===== src/bcdc_pkg.sv =====
// ----------------------------------------------------------------------------
// bcdc_pkg
// Types, operation codes and BCD helpers shared by the alarm clock modules.
// ----------------------------------------------------------------------------
package bcdc_pkg;

    typedef enum logic [2:0] {
        OP_TICK     = 3'd0,
        OP_SET_TIME = 3'd1,
        OP_SET_ALRM = 3'd2,
        OP_CANCEL   = 3'd3,
        OP_DISABLE  = 3'd4,
        OP_ENABLE   = 3'd5,
        OP_SNOOZE   = 3'd6,
        OP_READ     = 3'd7
    } op_t;

    localparam logic [15:0] TICKS_RESET = 16'd1000;
    localparam logic [23:0] LAST_SECOND = 24'h235959;

    typedef struct packed {
        op_t         operation;
        logic [23:0] time_value;
        logic [6:0]  snooze_minutes;
    } item_t;

    typedef struct packed {
        logic        op_ok;
        logic [23:0] current_time;
        logic [23:0] alarm_time;
        logic        time_valid;
        logic        alarm_valid;
        logic        alarm_active;
        logic        alarm_enabled;
        logic        alarm_ringing;
        logic        ring_event;
    } result_t;

    typedef struct packed {
        logic [15:0] tick_count;
        logic [23:0] time_now;
        logic [23:0] alarm_at;
        logic        time_ok;
        logic        alarm_ok;
        logic        armed;
        logic        enabled;
        logic        ringing;
    } state_t;

    // hh:mm:ss digit check, 00:00:00 to 23:59:59
    function automatic logic bcd_valid(input logic [23:0] v);
        logic ok;
        ok = 1'b1;
        if (v[23:20] > 4'd2 || v[19:16] > 4'd9) ok = 1'b0;
        if (v[23:20] == 4'd2 && v[19:16] > 4'd3) ok = 1'b0;
        if (v[15:12] > 4'd5 || v[11:8] > 4'd9) ok = 1'b0;
        if (v[7:4] > 4'd5 || v[3:0] > 4'd9) ok = 1'b0;
        return ok;
    endfunction

    // binary 0..59 to two BCD digits
    function automatic logic [7:0] bin_to_bcd(input logic [5:0] b);
        logic [3:0] tens;
        logic [5:0] rem;
        tens = 4'd0;
        rem  = b;
        if (rem >= 6'd50)
        begin
            tens = 4'd5;
            rem  = rem - 6'd50;
        end
        else if (rem >= 6'd40)
        begin
            tens = 4'd4;
            rem  = rem - 6'd40;
        end
        else if (rem >= 6'd30)
        begin
            tens = 4'd3;
            rem  = rem - 6'd30;
        end
        else if (rem >= 6'd20)
        begin
            tens = 4'd2;
            rem  = rem - 6'd20;
        end
        else if (rem >= 6'd10)
        begin
            tens = 4'd1;
            rem  = rem - 6'd10;
        end
        return {tens, rem[3:0]};
    endfunction

endpackage


===== src/bcd_clock_with_alarm_snooze_unit.sv =====
// ----------------------------------------------------------------------------
// bcd_clock_with_alarm_snooze_unit
// 24-hour BCD clock with tick prescaler, one alarm and snooze.
// ----------------------------------------------------------------------------
// One beat enters per clock cycle while results are taken: it is captured in
// an input register, then the clock state and result register are updated
// together once the result register is free. Throughput is one beat per cycle
// without result stalls, set by the single state update of the step logic.
// Each beat gives exactly one result. The user must write ticks_per_second
// (APB offset 0x0, reset 1000) only while idle; the unit does not enforce it.
module bcd_clock_with_alarm_snooze_unit
    import bcdc_pkg::*;
(
    input  logic        clk,
    input  logic        rst_n,
    input  logic        item_valid,
    output logic        item_ready,
    input  item_t       item,
    output logic        result_valid,
    input  logic        result_ready,
    output result_t     result,
    input  logic        psel,
    input  logic        penable,
    input  logic        pwrite,
    input  logic [2:0]  paddr,
    input  logic [31:0] pwdata,
    output logic [31:0] prdata,
    output logic        pready
);

    logic        in_v_reg;
    logic        in_v_next;
    item_t       in_reg;
    logic        res_v_reg;
    logic        res_v_next;
    result_t     res_reg;
    result_t     res_next;
    state_t      st_reg;
    state_t      st_next;
    logic [15:0] tps_reg;
    logic        advance;
    logic        cfg_wr;

    assign advance    = in_v_reg && (!res_v_reg || result_ready);
    assign item_ready = !in_v_reg || advance;
    assign in_v_next  = (item_valid && item_ready) || (in_v_reg && !advance);
    assign res_v_next = advance || (res_v_reg && !result_ready);

    assign pready = 1'b1;
    assign cfg_wr = psel && penable && pwrite && !paddr[2];
    assign prdata = paddr[2] ? 32'd0 : {16'd0, tps_reg};

    bcdc_step u_step (
        .item             (in_reg),
        .cur              (st_reg),
        .ticks_per_second (tps_reg),
        .nxt              (st_next),
        .res              (res_next)
    );

    always_ff @(posedge clk or negedge rst_n)
    begin
        if (!rst_n)
        begin
            in_v_reg  <= 1'b0;
            res_v_reg <= 1'b0;
            st_reg    <= '0;
            tps_reg   <= TICKS_RESET;
        end
        else
        begin
            in_v_reg  <= in_v_next;
            res_v_reg <= res_v_next;
            if (advance)
                st_reg <= st_next;
            if (cfg_wr)
                tps_reg <= pwdata[15:0];
        end
    end

    // payload: hold while stalled
    always_ff @(posedge clk)
    begin
        if (item_valid && item_ready)
            in_reg <= item;
        if (advance)
            res_reg <= res_next;
    end

    assign result_valid = res_v_reg;
    assign result       = res_reg;

`ifndef SYNTHESIS
    a_ring_flags: assert property (@(posedge clk) disable iff (!rst_n)
        result_valid && result.ring_event |->
            result.alarm_ringing && result.alarm_enabled && result.alarm_active
            && result.op_ok)
        else $error("ring_event without ringing, enabled and armed alarm");

    a_time_bcd: assert property (@(posedge clk) disable iff (!rst_n)
        result_valid |-> bcd_valid(result.current_time) && bcd_valid(result.alarm_time))
        else $error("clock or alarm holds an invalid BCD time");

    a_advance: assert property (@(posedge clk) disable iff (!rst_n)
        in_v_reg && (!res_v_reg || result_ready) |=> result_valid)
        else $error("captured beat did not reach the result register");

    a_state_hold: assert property (@(posedge clk) disable iff (!rst_n)
        !advance |=> $stable(st_reg))
        else $error("clock state changed without a beat");
`endif

endmodule


===== src/bcdc_step.sv =====
// ----------------------------------------------------------------------------
// bcdc_step
// Next-state and result logic for one beat: prescaler, BCD second advance,
// set/validate, alarm actions and snooze arithmetic.
// ----------------------------------------------------------------------------
module bcdc_step
    import bcdc_pkg::*;
(
    input  item_t       item,
    input  state_t      cur,
    input  logic [15:0] ticks_per_second,
    output state_t      nxt,
    output result_t     res
);

    logic [15:0] tick_inc;
    logic        sec_done;
    logic [23:0] time_adv;
    logic        c_s0;
    logic        c_s1;
    logic        c_m0;
    logic        c_m1;
    logic        valid_in;
    logic [7:0]  min_sum;
    logic [1:0]  hr_carry;
    logic [7:0]  min_rem;
    logic [4:0]  hr_sum;
    logic [4:0]  hr_wrap;
    logic        ok;
    logic        ev;

    assign tick_inc = cur.tick_count + 16'd1;
    assign sec_done = (tick_inc >= ticks_per_second);
    assign valid_in = bcd_valid(item.time_value);

    // one-second BCD increment of a valid time
    always_comb
    begin
        time_adv = cur.time_now;
        c_s0 = (cur.time_now[3:0] == 4'd9);
        c_s1 = c_s0 && (cur.time_now[7:4] == 4'd5);
        c_m0 = c_s1 && (cur.time_now[11:8] == 4'd9);
        c_m1 = c_m0 && (cur.time_now[15:12] == 4'd5);
        time_adv[3:0] = c_s0 ? 4'd0 : cur.time_now[3:0] + 4'd1;
        if (c_s0)
            time_adv[7:4] = c_s1 ? 4'd0 : cur.time_now[7:4] + 4'd1;
        if (c_s1)
            time_adv[11:8] = c_m0 ? 4'd0 : cur.time_now[11:8] + 4'd1;
        if (c_m0)
            time_adv[15:12] = c_m1 ? 4'd0 : cur.time_now[15:12] + 4'd1;
        if (c_m1)
        begin
            if (cur.time_now[23:20] == 4'd2 && cur.time_now[19:16] == 4'd3)
                time_adv[23:16] = 8'h00;
            else if (cur.time_now[19:16] == 4'd9)
                time_adv[23:16] = {cur.time_now[23:20] + 4'd1, 4'd0};
            else
                time_adv[19:16] = cur.time_now[19:16] + 4'd1;
        end
    end

    // snooze: minutes in binary, carry whole hours, wrap at a day
    always_comb
    begin
        min_sum = 8'(cur.alarm_at[15:12]) * 8'd10 + 8'(cur.alarm_at[11:8])
                + 8'(item.snooze_minutes);
        if (min_sum >= 8'd180)
        begin
            hr_carry = 2'd3;
            min_rem  = min_sum - 8'd180;
        end
        else if (min_sum >= 8'd120)
        begin
            hr_carry = 2'd2;
            min_rem  = min_sum - 8'd120;
        end
        else if (min_sum >= 8'd60)
        begin
            hr_carry = 2'd1;
            min_rem  = min_sum - 8'd60;
        end
        else
        begin
            hr_carry = 2'd0;
            min_rem  = min_sum;
        end
        hr_sum  = 5'(cur.alarm_at[23:20]) * 5'd10 + 5'(cur.alarm_at[19:16])
                + 5'(hr_carry);
        hr_wrap = (hr_sum >= 5'd24) ? hr_sum - 5'd24 : hr_sum;
    end

    always_comb
    begin
        nxt = cur;
        ok  = 1'b0;
        ev  = 1'b0;
        case (item.operation)
            OP_TICK:
            begin
                nxt.tick_count = tick_inc;
                if (sec_done)
                begin
                    nxt.tick_count = 16'd0;
                    nxt.time_now   = time_adv;
                    ok             = 1'b1;
                    if (cur.time_now == LAST_SECOND)
                        nxt.armed = 1'b1;
                    if (cur.enabled && nxt.armed && !cur.ringing
                        && time_adv == cur.alarm_at)
                    begin
                        nxt.ringing = 1'b1;
                        ev          = 1'b1;
                    end
                end
            end
            OP_SET_TIME:
            begin
                nxt.time_ok = valid_in;
                ok          = valid_in;
                if (valid_in)
                    nxt.time_now = item.time_value;
            end
            OP_SET_ALRM:
            begin
                nxt.alarm_ok = valid_in;
                nxt.enabled  = valid_in;
                nxt.armed    = valid_in;
                ok           = valid_in;
                if (valid_in)
                    nxt.alarm_at = item.time_value;
            end
            OP_CANCEL:
            begin
                nxt.armed   = 1'b0;
                nxt.ringing = 1'b0;
            end
            OP_DISABLE:
            begin
                nxt.enabled = 1'b0;
                nxt.ringing = 1'b0;
            end
            OP_ENABLE:
            begin
                nxt.enabled = 1'b1;
            end
            OP_SNOOZE:
            begin
                if (cur.armed && cur.enabled)
                begin
                    nxt.ringing  = 1'b0;
                    nxt.alarm_at = {bin_to_bcd({1'b0, hr_wrap}),
                                    bin_to_bcd(min_rem[5:0]),
                                    cur.alarm_at[7:0]};
                end
            end
            default:
            begin
                nxt = cur;
            end
        endcase
    end

    always_comb
    begin
        res.op_ok         = ok;
        res.current_time  = nxt.time_now;
        res.alarm_time    = nxt.alarm_at;
        res.time_valid    = nxt.time_ok;
        res.alarm_valid   = nxt.alarm_ok;
        res.alarm_active  = nxt.armed;
        res.alarm_enabled = nxt.enabled;
        res.alarm_ringing = nxt.ringing;
        res.ring_event    = ev;
    end

endmodule


===== config.mk =====
export PLATFORM = sky130hd
export DESIGN_NAME = bcd_clock_with_alarm_snooze_unit
export DESIGN_NICKNAME = d
export VERILOG_FILES = /design/src/bcdc_pkg.sv /design/src/bcd_clock_with_alarm_snooze_unit.sv /design/src/bcdc_step.sv
export SDC_FILE = /design/constraint.sdc
export NUM_CORES = 1
export LEC_CHECK = 0
export BUFFER_PORTS_ARGS = -buffer_cell sky130_fd_sc_hd__buf_2
export CORE_ASPECT_RATIO = 2
export CORE_MARGIN = 2
export CORE_UTILIZATION = 40
export DETAILED_ROUTE_END_ITERATION = 8
export SLEW_MARGIN = 20
export SYNTH_ARGS = -nofsm -noshare
export SYNTH_HDL_FRONTEND = slang
export SYNTH_SLANG_ARGS = --single-unit

===== constraint.sdc =====
create_clock -name clk -period 11.45 [get_ports clk]
set_input_delay 2.29 -clock clk [delete_from_list [all_inputs] [get_ports clk]]
set_output_delay 2.29 -clock clk [all_outputs]
set_load 0.05 [all_outputs]

---- After elaboration in Yosys (flattened, before gate mapping) ----
Index checks and enable logic that the tools add are counted.
operators by class
  $mul .................................... 2
  magnitude comparators ................... 22
  eq/ne operators ......................... 16
  reductions and logical operators ........ 34
  add/subtract/negate cells ............... 25
  muxes and demuxes ....................... 64
operators with widths
  kind                                                   number
  two-way mux 4 bit                                      27
  case mux 24 bit (2 select lines)                       2
  two-way mux 24 bit                                     3
  two-way mux 40 bit                                     1
  adder 4 x 1 -> 4 bit, second input constant            6
  equality test 24 x 22 -> 1 bit, second input constant  1
  equality test 24 bit                                   1
  subtractor 4 bit, second input constant                6
  two-way mux 1 bit                                      18
  two-way mux 6 bit                                      3
  subtractor 6 bit, second input constant                3
  adder 16 x 1 -> 16 bit, second input constant          1
  >= comparator 16 bit                                   1
  logical AND 1 bit                                      16
  two-way mux 16 bit                                     1
  two-way mux 8 bit                                      2
  >= comparator 5 bit, second input constant             3
  equality test 4 x 2 -> 1 bit, second input constant    3
  equality test 4 bit, second input constant             3
  >= comparator 5 x 6 -> 1 bit, second input constant    2
  >= comparator 6 x 5 -> 1 bit, second input constant    2
  >= comparator 6 bit, second input constant             2
  greater-than comparator 4 bit, second input constant   3
  equality test 3 bit, second input constant             3
  other kinds (28)                                       50
storage, ports and cells
  register bits after elaboration ......... 176
  output and inout bits ................... 90
  word-level logic and storage cells ...... 186
  input port bits ......................... 76

---- Logic depth before layout (Yosys ltp) ----
  depth in word-level cells ............... 18
  mapped depth ............................ 28
  depth with buffers taken out ............ 28

---- Hierarchy ----
Synthesis repeated with hierarchy kept, for this count alone.
second synthesis, totals
  cell total of the unflattened synthesis .. 1154
  area total of the unflattened synthesis .. 11937.7 um^2
modules (own cells, without submodules)
  module                            cells an instance  instances  area an instance (um^2)  seq. area each (um^2)
  bcd_clock_with_alarm_snooze_unit  313                1          6228.5                   4857.2
  bcdc_step                         841                1          5709.2                   0.0

---- Worst setup path before layout ----
Ideal clock, no wire load.
  path type ............................... register to register
  start point ............................. register st_reg[19] (netlist bit)
  end point ............................... register st_reg[22] (netlist bit)
  data required time ...................... 11.385 ns
  cell stages (with the launch flop) ...... 26
  setup time .............................. 0.065 ns
  clock period less this slack ............ 5.883 ns
  path buffers ............................ 0
  data arrival time ....................... 5.818 ns
  setup slack ............................. 5.567 ns
  cell sequence ........................... dfrtp_1 ha_1 inv_1 fa_1 inv_1 ha_1 xor2_1 inv_1 ha_1 nor3b_1 o22ai_1 nor4_4 o22ai_2 a21boi_0 inv_1 ha_1 ha_1 fa_1 inv_1 ha_1 a21boi_0 o21a_1 or3_1 a311oi_1 a221o_1 mux2_2
RTL lines
  what                    RTL line                                RTL
  from (decl)             bcd_clock_with_alarm_snooze_unit.sv:38  state_t st_reg;
  from (signal assigned)  bcd_clock_with_alarm_snooze_unit.sv:75  st_reg <= st_next;

==> summary.md <==
| Metric | Value |
|---|---|
| Result of the run | finished, final reports clean |
| Yosys reg bits | 176 |
| Last element of the critical path | st_reg[22]$_DFFE_PN0P_ |
| Average wire length per cell after detail routing | 18.7 microns |
| H-Tree Depth | 4 |
| Share of flip-flops with an asynchronous set or reset | 0.494 |
| RR Endpoint | st_reg[22]$_DFFE_PN0P_ |
| Port bufs | 130 |
| Switching Fraction | 0.494 |
| Number of setup buffers added after CTS | 0 |
| Combined area of all synthesized cells | 0.0113 sq mm |
| Remaining design rule violation count | 0 |
| Number of rows in the core area | 87 |
| Max rail drop VDD | 0.277 mV |
| Seq/Total Area, Yosys | 0.430 |
| Vias in the first global route | 8773 |
| Wire length of the first global-routing pass | 47400 microns |
| Antenna-violating nets left | 0 |
| Routed length on met1 | 13200 microns |
| Clock period minus final worst setup slack | 7040 ps |
| Register clock-pin slew on the reported worst setup and hold paths | 80 ps |
| Crit path kind | register to register |
| Post-synth top flop | edfxtp_1 |
| R2r worst-path depth | 26 |
| Fraction of power consumed by sequential logic | 0.216 |
| Clock tree from TritonCTS | yes |
| Slowest stage cell on the critical path | xor2_1 |
| Total number of vias | 9035 |
| Nature of the critical path endpoint | register |
| Met2 routed wirelength | 14400 microns |
| Launch point of the critical path | st_reg[19]$_DFFE_PN0P_ |
| Reg-to-reg slack, setup | 4410 ps |
| Largest stage delay on the critical path | 650 ps |
| Switching power total | 1.84 mW |
| Highest clock rate | 142 MHz |
| Avg Inst Size Synth | 9.96 sq um |
| Actual transition at the worst max-transition pin | 921 ps |
| Filler Cells Inserted | 2626 |
| Relative max-transition margin | 0.386 |
| Static leakage | 5.45 nW |
| Number of antenna violations at the first check in global routing | 0 |
| Crit path max fanout | 9 |
| Initial cell density of the core | 0.404 |
| Worst min-delay path category | register to register |
| Synth warnings | 0 |
| TritonCTS Sinks | 176 |
| Power after layout | 3.74 mW |
| Sequential cell area | 0.00486 sq mm |
| Diode count | 0 |
| Number of synthesized flops with an enable pin | 89 |
| Crit Reg-Reg Startpoint | st_reg[19]$_DFFE_PN0P_ |
| Count of distinct cell types in the synthesized netlist | 106 |
| Area growth from synthesis to layout | 13.1% |
| Global Route Usage Sum | 0.206 |
| Library cell used as clock root buffer | clkbuf_16 |
| Top-level port count | 166 |
| Power per standard cell area | 293 mW/mm^2 |
| Setup repair after global routing missed its margin | no |
| Clock tree skew after final layout | 19.8 ps |
| Vertical extent of the die | 242 microns |
| Top cells by area in the synthesized netlist | edfxtp_1 (24%), dfrtp_1 (18%), ha_1 (7.4%), o21ai_0 (4.0%), nand2_1 (3.8%) |
| Power Internal | 1.89 mW |
| Critical Path Most Common Cell | ha_1 |
| Number of buffers created by CTS | 17 |
| Clk network pwr share | 0.151 |
| Required time at the worst-slack endpoint | 11860 ps |
| Detailed Route Iter0 Violations | 685 |
| Pin count of the biggest net entering global routing | 68 |
| Top routing layer in use | met4 |
| Count of mapped cells out of synthesis | 1134 |
| Met3 Routed Length | 1650 microns |
| Most numerous cell in the Yosys netlist | nand2_1 |
| Period utilisation layout | 0.615 |
| Number of iterations in the first detailed-routing pass | 5 |
| Core area | 0.0280 sq mm |
| Total Routed Length | 30100 microns |
| Via-to-Cell Ratio | 5.62 |
| Number of buffers on the longest clock path | 2 |
| Skew-Pair Late Insertion Delay | 460 ps |
| Hold_buf cts | 0 |
| Fraction of post-synthesis cell area in the top cell type by area | 0.237 |
| Die extent in x | 123 microns |
| Max cap viols | 0 |
| Commonest cells in the synthesized netlist | nand2_1 (113), o21ai_0 (91), edfxtp_1 (89), nor2_1 (82), dfrtp_1 (81) |
| Yosys top cell by area | edfxtp_1 |
| Type of origin of the critical path | register |
| Setup TNS Final | 0 ps |
| Die Area | 0.0297 sq mm |
| Number of nets in the finished design | 1388 |
| Comb pwr share | 0.632 |
| Post-cts gate resize count | 0 |
| Total overflow reported by the global router | 0 |
| Finish-stage setup viols | 0 |
| Number of flip-flops in the largest register | 69 |
| Final Hold Violating Endpoints | 0 |
| Global placement routability congestion | 0.922 |
| Fraction of layout cells with a size suffix above 1 | 0.211 |
| HPWL after detailed placement | 21800 microns |
| Number of pins exceeding their max-slew limit in the final report | 0 |
| Area occupied by multi-input gates | 0.00595 sq mm |
| Data arrival time of the critical path | 7450 ps |
-- per-layer routing --
layer / up-vias / track usage
li1: 4315 / -
met2: 310 / 0.328
met3: 50 / 0.0321
met5: - / 0
met4: 0 / 0.0805
met1: 4360 / 0.278
-- layout make-up --
type                            instances  area share
Inverter                               56      0.0166
Multi-Input combinational cell        846       0.466
Timing Repair Buffer                  141      0.0576
Tap cell                              356      0.0349
Sequential cell                       176       0.380
Clock inverter                         15      0.0110
Clock buffer                           17      0.0333
-- stage by stage --
stage	area, sq um	instances	hold WS (ps)	utilization	worst slack [ps]
after global routing	12800	1607	519	0.456	3960
after floorplan	11300	1149	457	-	5570
final	12800	1607	506	0.456	4410
after global placement	12200	1575	472	0.436	4540
after detailed placement	12200	1575	488	0.436	4480
after CTS	12800	1607	511	0.456	4420
-- critical path: cells and delay by family, from the launching register on --
| family | cells | cell delay [ps] |
|---|---|---|
| buffers and inverters | 4 | 420 |
| AND/OR/NAND/NOR | 5 | 830 |
| adder cells (fa/ha/maj) | 8 | 2450 |
| flip-flops | 1 | 570 |
| XOR/XNOR | 2 | 860 |
| AO/OA/AOI/OAI | 6 | 1710 |
| multiplexers | 1 | 150 |
-- power groups by stage --
stage	clock network [mW]	logic [mW]	registers (mW)
final	0.565	2.36	0.809
after global routing	0.604	2.61	0.815
after detailed placement	0	2.33	0.821
after global placement	0	2.32	0.819
after floorplan	0	1.80	0.863
after CTS	0.583	2.36	0.808
-- kinds of logic after synthesis --
family          after synthesis  share of synthesized area
xor+xnor                     52                     0.0403
simple gates                351                      0.156
fa+ha+maj                    74                     0.0867
other cells                   2                   0.000665
buf+inv                     127                     0.0491
compound gates              300                      0.186
flops                       176                      0.430
mux                          52                     0.0511
-- cell usage in the layout, fill, tap and decap left out, types with 7 or more instances in the layout --
cell / instances
buf_2: 129
nand2_1: 113
o21ai_0: 91
edfxtp_1: 89
nor2_1: 82
dfrtp_1: 81
ha_1: 67
inv_1: 51
a21oi_1: 45
mux2_2: 37
xnor2_1: 31
nand3_1: 29
nor3_1: 23
a22oi_1: 22
xor2_1: 21
conb_1: 17
clkbuf_16: 17
nand2b_1: 16
a31oi_1: 14
a21o_1: 13
mux2i_1: 13
buf_4: 12
a221o_1: 11
and3_1: 11
inv_6: 9
o22ai_1: 8
nor4_1: 8
nor2b_1: 8
and2_1: 8
o211ai_1: 7
nand4_1: 7
o31ai_1: 7
fa_1: 7
-- worst min-delay path by stage --
| stage | start | end | slack, ps | cells past startpoint |
|---|---|---|---|---|
| final | in_v_reg$_DFF_PN0_ | result_valid$_DFF_PN0_ | 510 | 1 |
| after global placement | in_v_reg$_DFF_PN0_ | result_valid$_DFF_PN0_ | 470 | 1 |
| after floorplan | in_v_reg$_DFF_PN0_ | result_valid$_DFF_PN0_ | 460 | 1 |
| after global routing | tps_reg[11]$_DFFE_PN0P_ | tps_reg[11]$_DFFE_PN0P_ | 520 | 1 |
| after detailed placement | in_v_reg$_DFF_PN0_ | result_valid$_DFF_PN0_ | 490 | 1 |
| after CTS | tps_reg[14]$_DFFE_PN0P_ | tps_reg[14]$_DFFE_PN0P_ | 510 | 1 |
(Power assumes the default switching activity.)
